## src/rtl/core/pfc_pkg.sv

```systemverilog
`default_nettype none
package pfc_pkg;

    localparam int SIDE      = 5;
    localparam int SQ_SIZE   = 25;
    localparam int NUM_CODES = 26;

    localparam logic [4:0] CODE_J    = 5'd9;
    localparam logic [4:0] LAST_CODE = 5'd25;

    localparam logic [1:0] CMD_KEY = 2'd0;
    localparam logic [1:0] CMD_ENC = 2'd1;
    localparam logic [1:0] CMD_DEC = 2'd2;

    localparam logic [1:0] STAT_OK        = 2'd0;
    localparam logic [1:0] STAT_NOT_READY = 2'd1;
    localparam logic [1:0] STAT_NO_LETTER = 2'd2;

    typedef enum logic [1:0] {
        ST_IDLE,
        ST_FILL,
        ST_PLACE,
        ST_OUT
    } t_state;

    typedef struct packed {
        logic [2:0] row;
        logic [2:0] col;
    } t_pos;

    function automatic t_pos f_split(input logic [4:0] p);
        t_pos q;
        logic [4:0] pc;
        pc = (p >= 5'(SQ_SIZE)) ? 5'd0 : p;
        if (pc >= 5'd20) begin
            q.row = 3'd4;
            q.col = 3'(pc - 5'd20);
        end else if (pc >= 5'd15) begin
            q.row = 3'd3;
            q.col = 3'(pc - 5'd15);
        end else if (pc >= 5'd10) begin
            q.row = 3'd2;
            q.col = 3'(pc - 5'd10);
        end else if (pc >= 5'd5) begin
            q.row = 3'd1;
            q.col = 3'(pc - 5'd5);
        end else begin
            q.row = 3'd0;
            q.col = 3'(pc);
        end
        return q;
    endfunction

    function automatic logic [4:0] f_join(input logic [2:0] row, input logic [2:0] col);
        logic [5:0] s;
        s = {1'b0, row, 2'b00} + {3'b000, row} + {3'b000, col};
        return s[4:0];
    endfunction

    function automatic logic [2:0] f_shift(input logic [2:0] x, input logic dec);
        logic [2:0] y;
        if (dec) begin
            y = (x == 3'd0) ? 3'd4 : x - 3'd1;
        end else begin
            y = (x == 3'd4) ? 3'd0 : x + 3'd1;
        end
        return y;
    endfunction

endpackage
`default_nettype wire

```

## src/rtl/core/pfc_ram.sv

```systemverilog
`default_nettype none
module pfc_ram #(
    parameter int WIDTH = 5,
    parameter int DEPTH = 32
) (
    input  wire                      i_clk,
    input  wire                      i_we,
    input  wire [$clog2(DEPTH)-1:0]  i_waddr,
    input  wire [WIDTH-1:0]          i_wdata,
    input  wire                      i_re_a,
    input  wire [$clog2(DEPTH)-1:0]  i_raddr_a,
    output logic [WIDTH-1:0]         o_rdata_a,
    input  wire                      i_re_b,
    input  wire [$clog2(DEPTH)-1:0]  i_raddr_b,
    output logic [WIDTH-1:0]         o_rdata_b
);

    logic [WIDTH-1:0] r_mem [DEPTH];
    logic [WIDTH-1:0] r_rdata_a;
    logic [WIDTH-1:0] r_rdata_b;

    always_ff @(posedge i_clk) begin
        if (i_we) begin
            r_mem[i_waddr] <= i_wdata;
        end
        if (i_re_a) begin
            r_rdata_a <= r_mem[i_raddr_a];
        end
        if (i_re_b) begin
            r_rdata_b <= r_mem[i_raddr_b];
        end
    end

    assign o_rdata_a = r_rdata_a;
    assign o_rdata_b = r_rdata_b;

endmodule
`default_nettype wire

```

## src/rtl/core/playfair_digraph_cipher_top.sv

```systemverilog
// Playfair cipher on a 5x5 key square, letters coded 0 (a) to 25 (z), j excluded.
// A word is taken at a rising edge where start is high and busy is low.
// Command key: the letter is appended to the square and no result is given.
// A key word marked last then walks all 26 letter codes, one per cycle,
// filling the square; busy stays high for the whole walk.
// A key word after a completed square begins a new key.
// Commands encipher and decipher: the letter place memory is read at the
// accepting edge, the key square memory in the PLACE state, and the result
// word stands on the outputs with o_valid high in the OUT state that follows.
// busy is low while the result is shown, so a new word can be taken then, but not during PLACE.
// A pair before the square is complete, or holding j or a code above 25, gives
// a result word with a non-zero status and zero letters. Command three is dropped.
// The receiver cannot stall: each result is shown for exactly one cycle.
// Reset marks every letter unused and the square incomplete; the key square
// memory itself is not cleared, as its data is only used once fully written.
`default_nettype none
module playfair_digraph_cipher_top
    import pfc_pkg::*;
(
    input  wire        i_clk,
    input  wire        i_rst_n,
    input  wire        start,
    output logic       busy,
    input  wire [1:0]  i_command,
    input  wire [4:0]  i_first_letter,
    input  wire [4:0]  i_second_letter,
    input  wire        i_last_item,
    output logic       o_valid,
    output logic [4:0] o_out_first,
    output logic [4:0] o_out_second,
    output logic [1:0] o_status,
    output logic       o_out_last
);

    t_state r_state, n_state;
    logic [NUM_CODES-1:0] r_valid, n_valid;
    logic [4:0] r_fill, n_fill;
    logic       r_ready, n_ready;
    logic [4:0] r_code, n_code;
    logic [1:0] r_status, n_status;
    logic       r_last, n_last;
    logic       r_dec, n_dec;

    logic       accept;
    logic       app_active;
    logic       app_clear;
    logic [4:0] app_code;
    logic       app_used;
    logic [4:0] app_fill;
    logic       app_write;
    logic       a_ok, b_ok;

    logic [4:0] lp_rdata_a, lp_rdata_b;
    logic [4:0] ks_rdata_a, ks_rdata_b;
    logic [4:0] ks_addr_a, ks_addr_b;
    t_pos       pos_a, pos_b;

    assign accept = start && !busy;

    always_comb begin
        app_active = 1'b0;
        app_clear  = 1'b0;
        app_code   = r_code;
        if (r_state == ST_FILL) begin
            app_active = 1'b1;
        end else if (accept && i_command == CMD_KEY) begin
            app_active = 1'b1;
            app_clear  = r_ready;
            app_code   = i_first_letter;
        end
        app_used  = !app_clear && (app_code < 5'(NUM_CODES)) && r_valid[app_code];
        app_fill  = app_clear ? 5'd0 : r_fill;
        app_write = app_active && (app_code < 5'(NUM_CODES)) && (app_code != CODE_J)
                    && !app_used && (app_fill < 5'(SQ_SIZE));
    end

    always_comb begin
        a_ok = (i_first_letter < 5'(NUM_CODES)) && r_valid[i_first_letter];
        b_ok = (i_second_letter < 5'(NUM_CODES)) && r_valid[i_second_letter];
    end

    always_comb begin
        n_state = r_state;
        case (r_state)
            ST_IDLE, ST_OUT: begin
                n_state = ST_IDLE;
                if (accept) begin
                    if (i_command == CMD_KEY) begin
                        n_state = i_last_item ? ST_FILL : ST_IDLE;
                    end else if (i_command == CMD_ENC || i_command == CMD_DEC) begin
                        n_state = ST_PLACE;
                    end
                end
            end
            ST_FILL: begin
                if (r_code == LAST_CODE) begin
                    n_state = ST_IDLE;
                end
            end
            ST_PLACE: begin
                n_state = ST_OUT;
            end
            default: begin
                n_state = ST_IDLE;
            end
        endcase
    end

    always_comb begin
        n_valid  = app_clear ? '0 : r_valid;
        n_fill   = app_fill;
        n_ready  = app_clear ? 1'b0 : r_ready;
        n_code   = r_code;
        n_status = r_status;
        n_last   = r_last;
        n_dec    = r_dec;
        if (app_write) begin
            n_valid[app_code] = 1'b1;
            n_fill = app_fill + 5'd1;
        end
        if (r_state == ST_FILL) begin
            n_code = r_code + 5'd1;
            if (r_code == LAST_CODE) begin
                n_ready = 1'b1;
            end
        end else begin
            n_code = 5'd0;
        end
        if (accept && (i_command == CMD_ENC || i_command == CMD_DEC)) begin
            n_last = i_last_item;
            n_dec  = (i_command == CMD_DEC);
            if (!r_ready) begin
                n_status = STAT_NOT_READY;
            end else if (!a_ok || !b_ok) begin
                n_status = STAT_NO_LETTER;
            end else begin
                n_status = STAT_OK;
            end
        end
    end

    always_ff @(posedge i_clk) begin
        if (!i_rst_n) begin
            r_state <= ST_IDLE;
            r_valid <= '0;
            r_fill  <= 5'd0;
            r_ready <= 1'b0;
            r_code  <= 5'd0;
        end else begin
            r_state <= n_state;
            r_valid <= n_valid;
            r_fill  <= n_fill;
            r_ready <= n_ready;
            r_code  <= n_code;
        end
    end

    always_ff @(posedge i_clk) begin
        r_status <= n_status;
        r_last   <= n_last;
        r_dec    <= n_dec;
    end

    always_comb begin
        pos_a = f_split(lp_rdata_a);
        pos_b = f_split(lp_rdata_b);
        if (pos_a.row == pos_b.row) begin
            ks_addr_a = f_join(pos_a.row, f_shift(pos_a.col, r_dec));
            ks_addr_b = f_join(pos_b.row, f_shift(pos_b.col, r_dec));
        end else if (pos_a.col == pos_b.col) begin
            ks_addr_a = f_join(f_shift(pos_a.row, r_dec), pos_a.col);
            ks_addr_b = f_join(f_shift(pos_b.row, r_dec), pos_b.col);
        end else begin
            ks_addr_a = f_join(pos_a.row, pos_b.col);
            ks_addr_b = f_join(pos_b.row, pos_a.col);
        end
    end

    pfc_ram #(
        .WIDTH(5),
        .DEPTH(NUM_CODES)
    ) u_place_ram (
        .i_clk     (i_clk),
        .i_we      (app_write),
        .i_waddr   (app_code),
        .i_wdata   (app_fill),
        .i_re_a    (accept),
        .i_raddr_a (i_first_letter),
        .o_rdata_a (lp_rdata_a),
        .i_re_b    (accept),
        .i_raddr_b (i_second_letter),
        .o_rdata_b (lp_rdata_b)
    );

    pfc_ram #(
        .WIDTH(5),
        .DEPTH(SQ_SIZE)
    ) u_square_ram (
        .i_clk     (i_clk),
        .i_we      (app_write),
        .i_waddr   (app_fill),
        .i_wdata   (app_code),
        .i_re_a    (r_state == ST_PLACE),
        .i_raddr_a (ks_addr_a),
        .o_rdata_a (ks_rdata_a),
        .i_re_b    (r_state == ST_PLACE),
        .i_raddr_b (ks_addr_b),
        .o_rdata_b (ks_rdata_b)
    );

    always_comb begin
        busy         = (r_state == ST_FILL) || (r_state == ST_PLACE);
        o_valid      = (r_state == ST_OUT);
        o_status     = r_status;
        o_out_last   = r_last;
        o_out_first  = (r_status == STAT_OK) ? ks_rdata_a : 5'd0;
        o_out_second = (r_status == STAT_OK) ? ks_rdata_b : 5'd0;
    end

    a_busy_valid: assert property (@(posedge i_clk) disable iff (!i_rst_n)
        !(busy && o_valid))
        else $error("Result word shown while busy.");

    a_fill_range: assert property (@(posedge i_clk) disable iff (!i_rst_n)
        r_fill <= 5'(SQ_SIZE))
        else $error("Fill count beyond the square.");

    a_place_out: assert property (@(posedge i_clk) disable iff (!i_rst_n)
        (r_state == ST_PLACE) |=> o_valid)
        else $error("Pair lookup gave no result word.");

    a_ok_ready: assert property (@(posedge i_clk) disable iff (!i_rst_n)
        (o_valid && o_status == STAT_OK) |-> r_ready)
        else $error("Good status without a complete square.");

    a_ready_full: assert property (@(posedge i_clk) disable iff (!i_rst_n)
        $rose(r_ready) |-> (r_fill == 5'(SQ_SIZE)))
        else $error("Square marked complete while not full.");

endmodule
`default_nettype wire
```

## config.mk

```make
export PLATFORM = sky130hd
export DESIGN_NAME = playfair_digraph_cipher_top
export DESIGN_NICKNAME = d
export VERILOG_FILES = /design/src/rtl/core/pfc_pkg.sv /design/src/rtl/core/pfc_ram.sv /design/src/rtl/core/playfair_digraph_cipher_top.sv
export SDC_FILE = /design/constraint.sdc
export NUM_CORES = 1
export LEC_CHECK = 0
export ABC_CLOCK_PERIOD_IN_PS = 15870
export BUFFER_PORTS_ARGS = -buffer_cell sky130_fd_sc_hd__buf_2
export CAP_MARGIN = 20
export CORE_UTILIZATION = 40
export CTS_BUF_LIST = sky130_fd_sc_hd__clkbuf_2
export CTS_CLUSTER_DIAMETER = 80
export DETAILED_ROUTE_END_ITERATION = 8
export PLACE_DENSITY = 0.53
export REMOVE_ABC_BUFFERS = 1
export SLEW_MARGIN = 10
export SYNTH_ARGS = -nofsm -noshare
export SYNTH_HDL_FRONTEND = slang
export SYNTH_HIERARCHICAL = 1
export SYNTH_SLANG_ARGS = --single-unit
```

## constraint.sdc

```tcl
create_clock -name i_clk -period 15.87 [get_ports i_clk]
set_input_delay 2.3805 -clock i_clk [delete_from_list [all_inputs] [get_ports i_clk]]
set_output_delay 2.3805 -clock i_clk [all_outputs]
set_load 0.05 [all_outputs]
```

==> results of run 1 <==
kinds of logic after synthesis:
group	share of synthesized area
compound gates	0.102
flops	0.512
xor+xnor	0.0110
buf+inv	0.0310
simple gates	0.112
fa+ha+maj	0.0495
mux	0.183
layout make-up:
class | instances | area [µm²]
flip-flops and latches | 318 | 9160
repair buffers | 53 | 323
diodes | 2 | 5.00
fillers | 4105 | 24700
clock inverters | 36 | 277
well taps | 592 | 741
multi-input cells | 938 | 8250
clock buffers | 107 | 536
inverters | 50 | 190
worst max-delay path by stage:
stage | startpoint | end | cells after the start
after floorplan | u_place_ram/o_rdata_b[4] | u_square_ram/o_rdata_b[0] | 20
after global placement | i_command[0] | u_square_ram/r_mem[24][1] | 14
after detailed placement | i_command[0] | u_square_ram/r_mem[24][0] | 14
after CTS | u_place_ram/o_rdata_a[4] | u_square_ram/o_rdata_a[0] | 24
after global routing | u_place_ram/o_rdata_a[4] | u_square_ram/o_rdata_a[0] | 24
final | u_place_ram/o_rdata_a[4] | u_square_ram/o_rdata_a[0] | 24
metrics by stage:
step / util / area, µm²
6_report: 0.441 / 19500
5_1_grt: 0.441 / 19500
4_1_cts: 0.440 / 19500
3_5_place_dp: 0.422 / 18700
3_3_place_gp: 0.422 / 18700
2_1_floorplan: - / 17500
state kept, by name, summed over array words and instances (netlist names):
register	count
r_state	2
o_out_last	1
u_square_ram/o_rdata_a	5
u_place_ram/o_rdata_a	5
r_code	5
u_square_ram/r_mem	125
u_place_ram/r_mem	130
o_status	2
r_valid	26
u_square_ram/o_rdata_b	5
u_place_ram/o_rdata_b	5
r_ready	1
r_fill	5
r_dec	1
worst max-delay path, stage by stage, from the launching register on:
cell	delay, ps
edfxtp_1	600
nand2_1	120
nand2_1	240
inv_1	100
ha_1	240
a22o_2	280
a211oi_1	400
o21a_1	260
nor3_2	120
xnor2_1	600
inv_1	100
ha_1	270
ha_1	200
nor2b_1	130
a211oi_1	210
ha_1	220
fa_1	220
xor2_1	150
nor2_1	80
a31oi_4	140
buf_4	440
mux2i_1	410
a22oi_1	170
mux4_2	480
o311a_1	140
synthesized netlist by cell type, types with 6 or more instances:
master,instances,area share
buf_2,25,0.0070
clkbuf_1,25,0.0052
o221ai_1,12,0.0059
mux4_2,97,0.12
o2111ai_1,6,0.0029
edfxtp_1,279,0.47
nand3_1,38,0.011
a211oi_1,7,0.0029
nor2_1,104,0.022
buf_4,12,0.0050
a21oi_1,33,0.0092
xnor2_1,12,0.0059
mux2_2,12,0.0075
nor3_1,12,0.0034
nand3b_1,11,0.0046
o22ai_1,14,0.0049
or3b_2,6,0.0029
o21ai_1,27,0.0075
dfxtp_1,39,0.044
mux2i_1,87,0.049
fa_1,8,0.0089
nor2b_1,22,0.0077
o21ai_0,25,0.0070
o311ai_1,7,0.0034
nand2_1,111,0.023
o211ai_1,16,0.0067
nand2b_1,10,0.0035
ha_1,58,0.041
a22oi_1,26,0.011
xor2_1,6,0.0029
a21o_1,13,0.0055
o21a_1,7,0.0029
and2_1,22,0.0077
a31oi_1,10,0.0035
nand4_1,16,0.0056
inv_1,46,0.0096
report_power, final:
part	total [mW]	switching (mW)	internal (mW)
Clock	0.602	0.334	0.268
Combinational	1.56	0.887	0.669
Sequential	0.961	0.0145	0.947
routing by layer:
layer / vias up / share of wire / GRT usage
li1: 5563 / - / -
met2: 437 / 0.48 / 0.361
met1: 6135 / 0.43 / 0.293
met4: 0 / 0.026 / 0.0808
met5: - / 0 / 0
met3: 83 / 0.060 / 0.0439
cell usage in the layout, fill, tap and decap left out, drive strengths merged, types with 52 or more instances in the layout:
cell    count
clkbuf    107
edfxtp    279
buf        53
mux4       98
mux2i      90
ha         58
o21ai      52
nor2      105
inv        54
nand2     111
==> flow_summary.json, run 1 <==
{
  "p_leak_nw": 6.91,
  "area_growth_pct": 8.82,
  "crit_type": "reg2reg",
  "cts_tree": "built",
  "min-delay-start": "r_fill[4]",
  "syn_area_per_cell_um2": 13.0,
  "numCtsBuffers": 81,
  "die_w_um": 214,
  "die_y_um": 214,
  "portBuffers": 30,
  "synth_ff_type": "edfxtp_1",
  "drc_errors": 0,
  "wl_per_cell_um": 23.4,
  "hold_violations": 0,
  "numClockSinks": 318,
  "totalWireLength_um": 49000,
  "vias": 12200,
  "grt_pass1_wl_um": 74500,
  "ys_seq_area_frac": 0.512,
  "fin_crit_sh": 0.421,
  "htreeDepth": 3,
  "std_cell_rows": 77,
  "relSlewSlack": 0.339,
  "start_kind": "register",
  "drtIter0Drc": 919,
  "stdcell_count": 2096,
  "overflow": 0,
  "gp_congestion": 0.878,
  "r2r_end": "u_square_ram/o_rdata_a[0]",
  "rsz0062_at_grt": "no",
  "worstPathArrival_ps": 7410,
  "nets": 1524,
  "pin_count": 31,
  "r2r_start": "u_place_ram/o_rdata_a[4]",
  "antenna_found_initial": 2,
  "grt_max_degree": 48,
  "grt_usage": 0.221,
  "layout-drive-gt1-share": 0.225,
  "synth-edff-count": 279,
  "total_power_mw": 3.12,
  "holdBufCountCts": 0,
  "synthArstFlopShare": 0,
  "root_buffer": "clkbuf_2",
  "p_per_area_nw_per_um2": 160,
  "hold_class": "reg2reg",
  "tns_ps": 0,
  "syn-cell-area_um2": 17900,
  "antenna_left": 0,
  "dp_slack_ps": 8500,
  "vias_per_cell": 5.83,
  "clk_pin_slew_ps": 120,
  "fin_skew_ps": 89.9,
  "placedCellCount": 1951,
  "initial_core_util": 0.405,
  "synthCells": 1376,
  "rrSetupSlack_ps": 9180,
  "hold_slack_ps": 473,
  "dieArea_um2": 45600,
  "maxCapViolations": 0,
  "slew_viol_final": 0,
  "min_to": "r_fill[4]",
  "clk_latency_ps": 1020,
  "core_area_um2": 44200,
  "worstMarginPinSlew_ps": 987,
  "post_cts_buffers": 0,
  "min_period_ps": 6690,
  "clk_path_buf_depth": 3,
  "post_cts_resized": 0,
  "worst_setup_path_end_kind": "register",
  "crit_fanout": 34,
  "cp_data_required_time_ps": 16590,
  "reg2reg_depth": 24,
  "layout_setup_ws_ps": 9180,
  "min_path_cells": 2,
  "finalSetupViolCount": 0,
  "ys_ff_latch": 318,
  "fmax_mhz": 150,
  "status": "complete, no violations",
  "drt-pass1-iter-count": 7,
  "ys_types": 96,
  "hpwl_um": 34200,
  "grt_pass1_vias": 12300,
  "yosysWarnings": 6,
  "peakVddDrop_v": 0.000126
}
(Power assumes the default switching activity.)
==> run 2, diff against run 1 <==
- ABC_CLOCK_PERIOD_IN_PS: 15870 -> 6700
- clock period: 15.87 -> 6.7 ns (I/O delays scaled with it)
==> run 2 against run 1 <==
- via count up 0.52%
- clock power up 120%
- core utilization grew 0.24 points
- final cell count grew 1.1%
- design area up 0.54%
- clock skew fell by 7.7 ps
- die area stayed put
- global-route usage up 0.083 points
- first-iteration DRC count up 2.6%
- worst hold slack worse by 230 ps
- critical endpoint is now u_square_ram/o_rdata_a[1]
- largest power group unchanged
==> flow_summary.json, run 2 (synthesis results as in run 1) <==
{
  "hold_violations": 0,
  "mostFrequentLayoutCells": "279 x edfxtp_1, 124 x clkbuf_2, 111 x nand2_1",
  "root_buffer": "clkbuf_2",
  "grt_use_met1": 0.299,
  "final_util": 0.443,
  "vias": 12300,
  "final_area_um2": 19600,
  "r2r_end": "u_square_ram/o_rdata_a[1]",
  "std_cell_rows": 77,
  "drt-pass1-iter-count": 5,
  "stdcell_count": 2119,
  "rsz0062_at_grt": "no",
  "fmax_mhz": 162,
  "area_growth_pct": 9.41,
  "grt_pass1_vias": 12100,
  "totalWireLength_um": 49700,
  "final_common_cell": "edfxtp_1",
  "min_period_ps": 6180,
  "gp_congestion": 0.900,
  "drtIter0Drc": 943,
  "worstPathArrival_ps": 6840,
  "grt_pass1_wl_um": 74600,
  "worstMarginPinSlew_ps": 980,
  "peakVddDrop_v": 0.000313,
  "portBuffers": 30,
  "min-delay-start": "i_last_item",
  "numCtsBuffers": 83,
  "hold_class": "in2reg",
  "holdBufCountCts": 0,
  "clk_pin_slew_ps": 100,
  "regMostFlops": "u_place_ram/r_mem",
  "p_per_area_nw_per_um2": 381,
  "crit_fanout": 13,
  "dieArea_um2": 45600,
  "vias_per_cell": 5.80,
  "top_regs": "u_place_ram/r_mem: 130 flops, u_square_ram/r_mem: 125 flops, r_valid: 26 flops",
  "die_w_um": 214,
  "htreeDepth": 3,
  "nets": 1545,
  "core_area_um2": 44200,
  "hold_slack_ps": 246,
  "fin_crit_sh": 0.922,
  "overflow": 0,
  "slew_viol_final": 0,
  "rrSetupSlack_ps": 520,
  "r2r_start": "u_place_ram/o_rdata_a[4]",
  "status": "complete, no violations",
  "use_met3": 0.0472,
  "grt_busiest_layer": "met2",
  "clk_path_buf_depth": 3,
  "p_leak_nw": 7.00,
  "clk_latency_ps": 980,
  "finalSetupViolCount": 0,
  "grt_use_met2": 0.351,
  "die_y_um": 214,
  "grt_max_degree": 42,
  "numClockSinks": 318,
  "crit_type": "reg2reg",
  "min_path_cells": 1,
  "drc_errors": 0,
  "initial_core_util": 0.405,
  "reg2reg_depth": 19,
  "hpwl_um": 35200,
  "place_area_um2": 18700,
  "maxCapViolations": 0,
  "cts_tree": "built",
  "wl_per_cell_um": 23.5,
  "relSlewSlack": 0.344,
  "fin_skew_ps": 82.2,
  "start_kind": "register",
  "worst_setup_path_end_kind": "register",
  "total_power_mw": 7.46,
  "cp_data_required_time_ps": 7360,
  "grt_usage": 0.222,
  "largest_reg_flops": 130,
  "min_to": "o_out_last",
  "antenna_left": 0,
  "antenna_found_initial": 2,
  "placedCellCount": 1961,
  "layout-drive-gt1-share": 0.240,
  "pin_count": 31
}
[run 2: worst max-delay path by stage]
stage,startpoint,end,cells after the start
finish,u_place_ram/o_rdata_a[4],u_square_ram/o_rdata_a[1],19
global route,u_place_ram/o_rdata_a[4],u_square_ram/o_rdata_a[0],23
CTS,u_place_ram/o_rdata_a[4],u_square_ram/o_rdata_a[1],24
detailed placement,u_place_ram/o_rdata_a[4],u_square_ram/o_rdata_a[1],24
global placement,u_place_ram/o_rdata_a[4],u_square_ram/o_rdata_a[4],24
floorplan,u_place_ram/o_rdata_b[4],u_square_ram/o_rdata_b[0],20
[run 2: what timing repair did]
item / CTS / global route
setup endpoints to repair: 0 / 5
gates resized for setup: 0 / 1
buffers inserted: 0 / 9
endpoints found under the hold margin: 0 / 0
[run 2: stage by stage]
stage	setup WS, ps	setup TNS [ps]
floorplan	-601	-3470
global placement	447	0
detailed placement	354	0
CTS	296	0
global route	88.2	0
finish	521	0
[run 2: routing by layer]
metal / vias to the layer above / wire length (µm)
met5: - / 0
met4: 0 / 1490
met3: 73 / 3010
met2: 462 / 23700
met1: 6142 / 21500
li1: 5604 / -
[run 2: layout make-up]
| cell class | instances | area [µm²] |
|---|---|---|
| timing repair buffer | 72 | 465 |
| antenna | 3 | 7.51 |
| clock inverter | 22 | 145 |
| multi-input combinational | 938 | 8260 |
| sequential | 318 | 9160 |
| fill | 4104 | 24600 |
| inverter | 50 | 190 |
| clock buffer | 124 | 621 |
| tap | 592 | 741 |
[run 2: critical path, cell delays in order (launching register included)]
cell and delay, ps:
edfxtp_1 530, nand2_1 120, nand2_1 240, inv_1 120
ha_1 240, a22o_2 280, a211o_1 360, o21ai_0 580
ha_1 300, a21oi_1 70, nor2_1 270, fa_1 520
fa_1 560, nand3_1 120, a31oi_4 310, buf_4 290
mux4_2 330, and3_1 190, a21oi_1 220, nand4_1 200
[run 2: where the power goes]
part	switching [mW]	total, mW	internal [mW]	leakage, nW
Sequential	0.0366	2.28	2.24	2.87
Clock	0.787	1.35	0.568	0.588
Combinational	2.10	3.82	1.72	3.54
Total	2.92	7.46	4.53	7.00
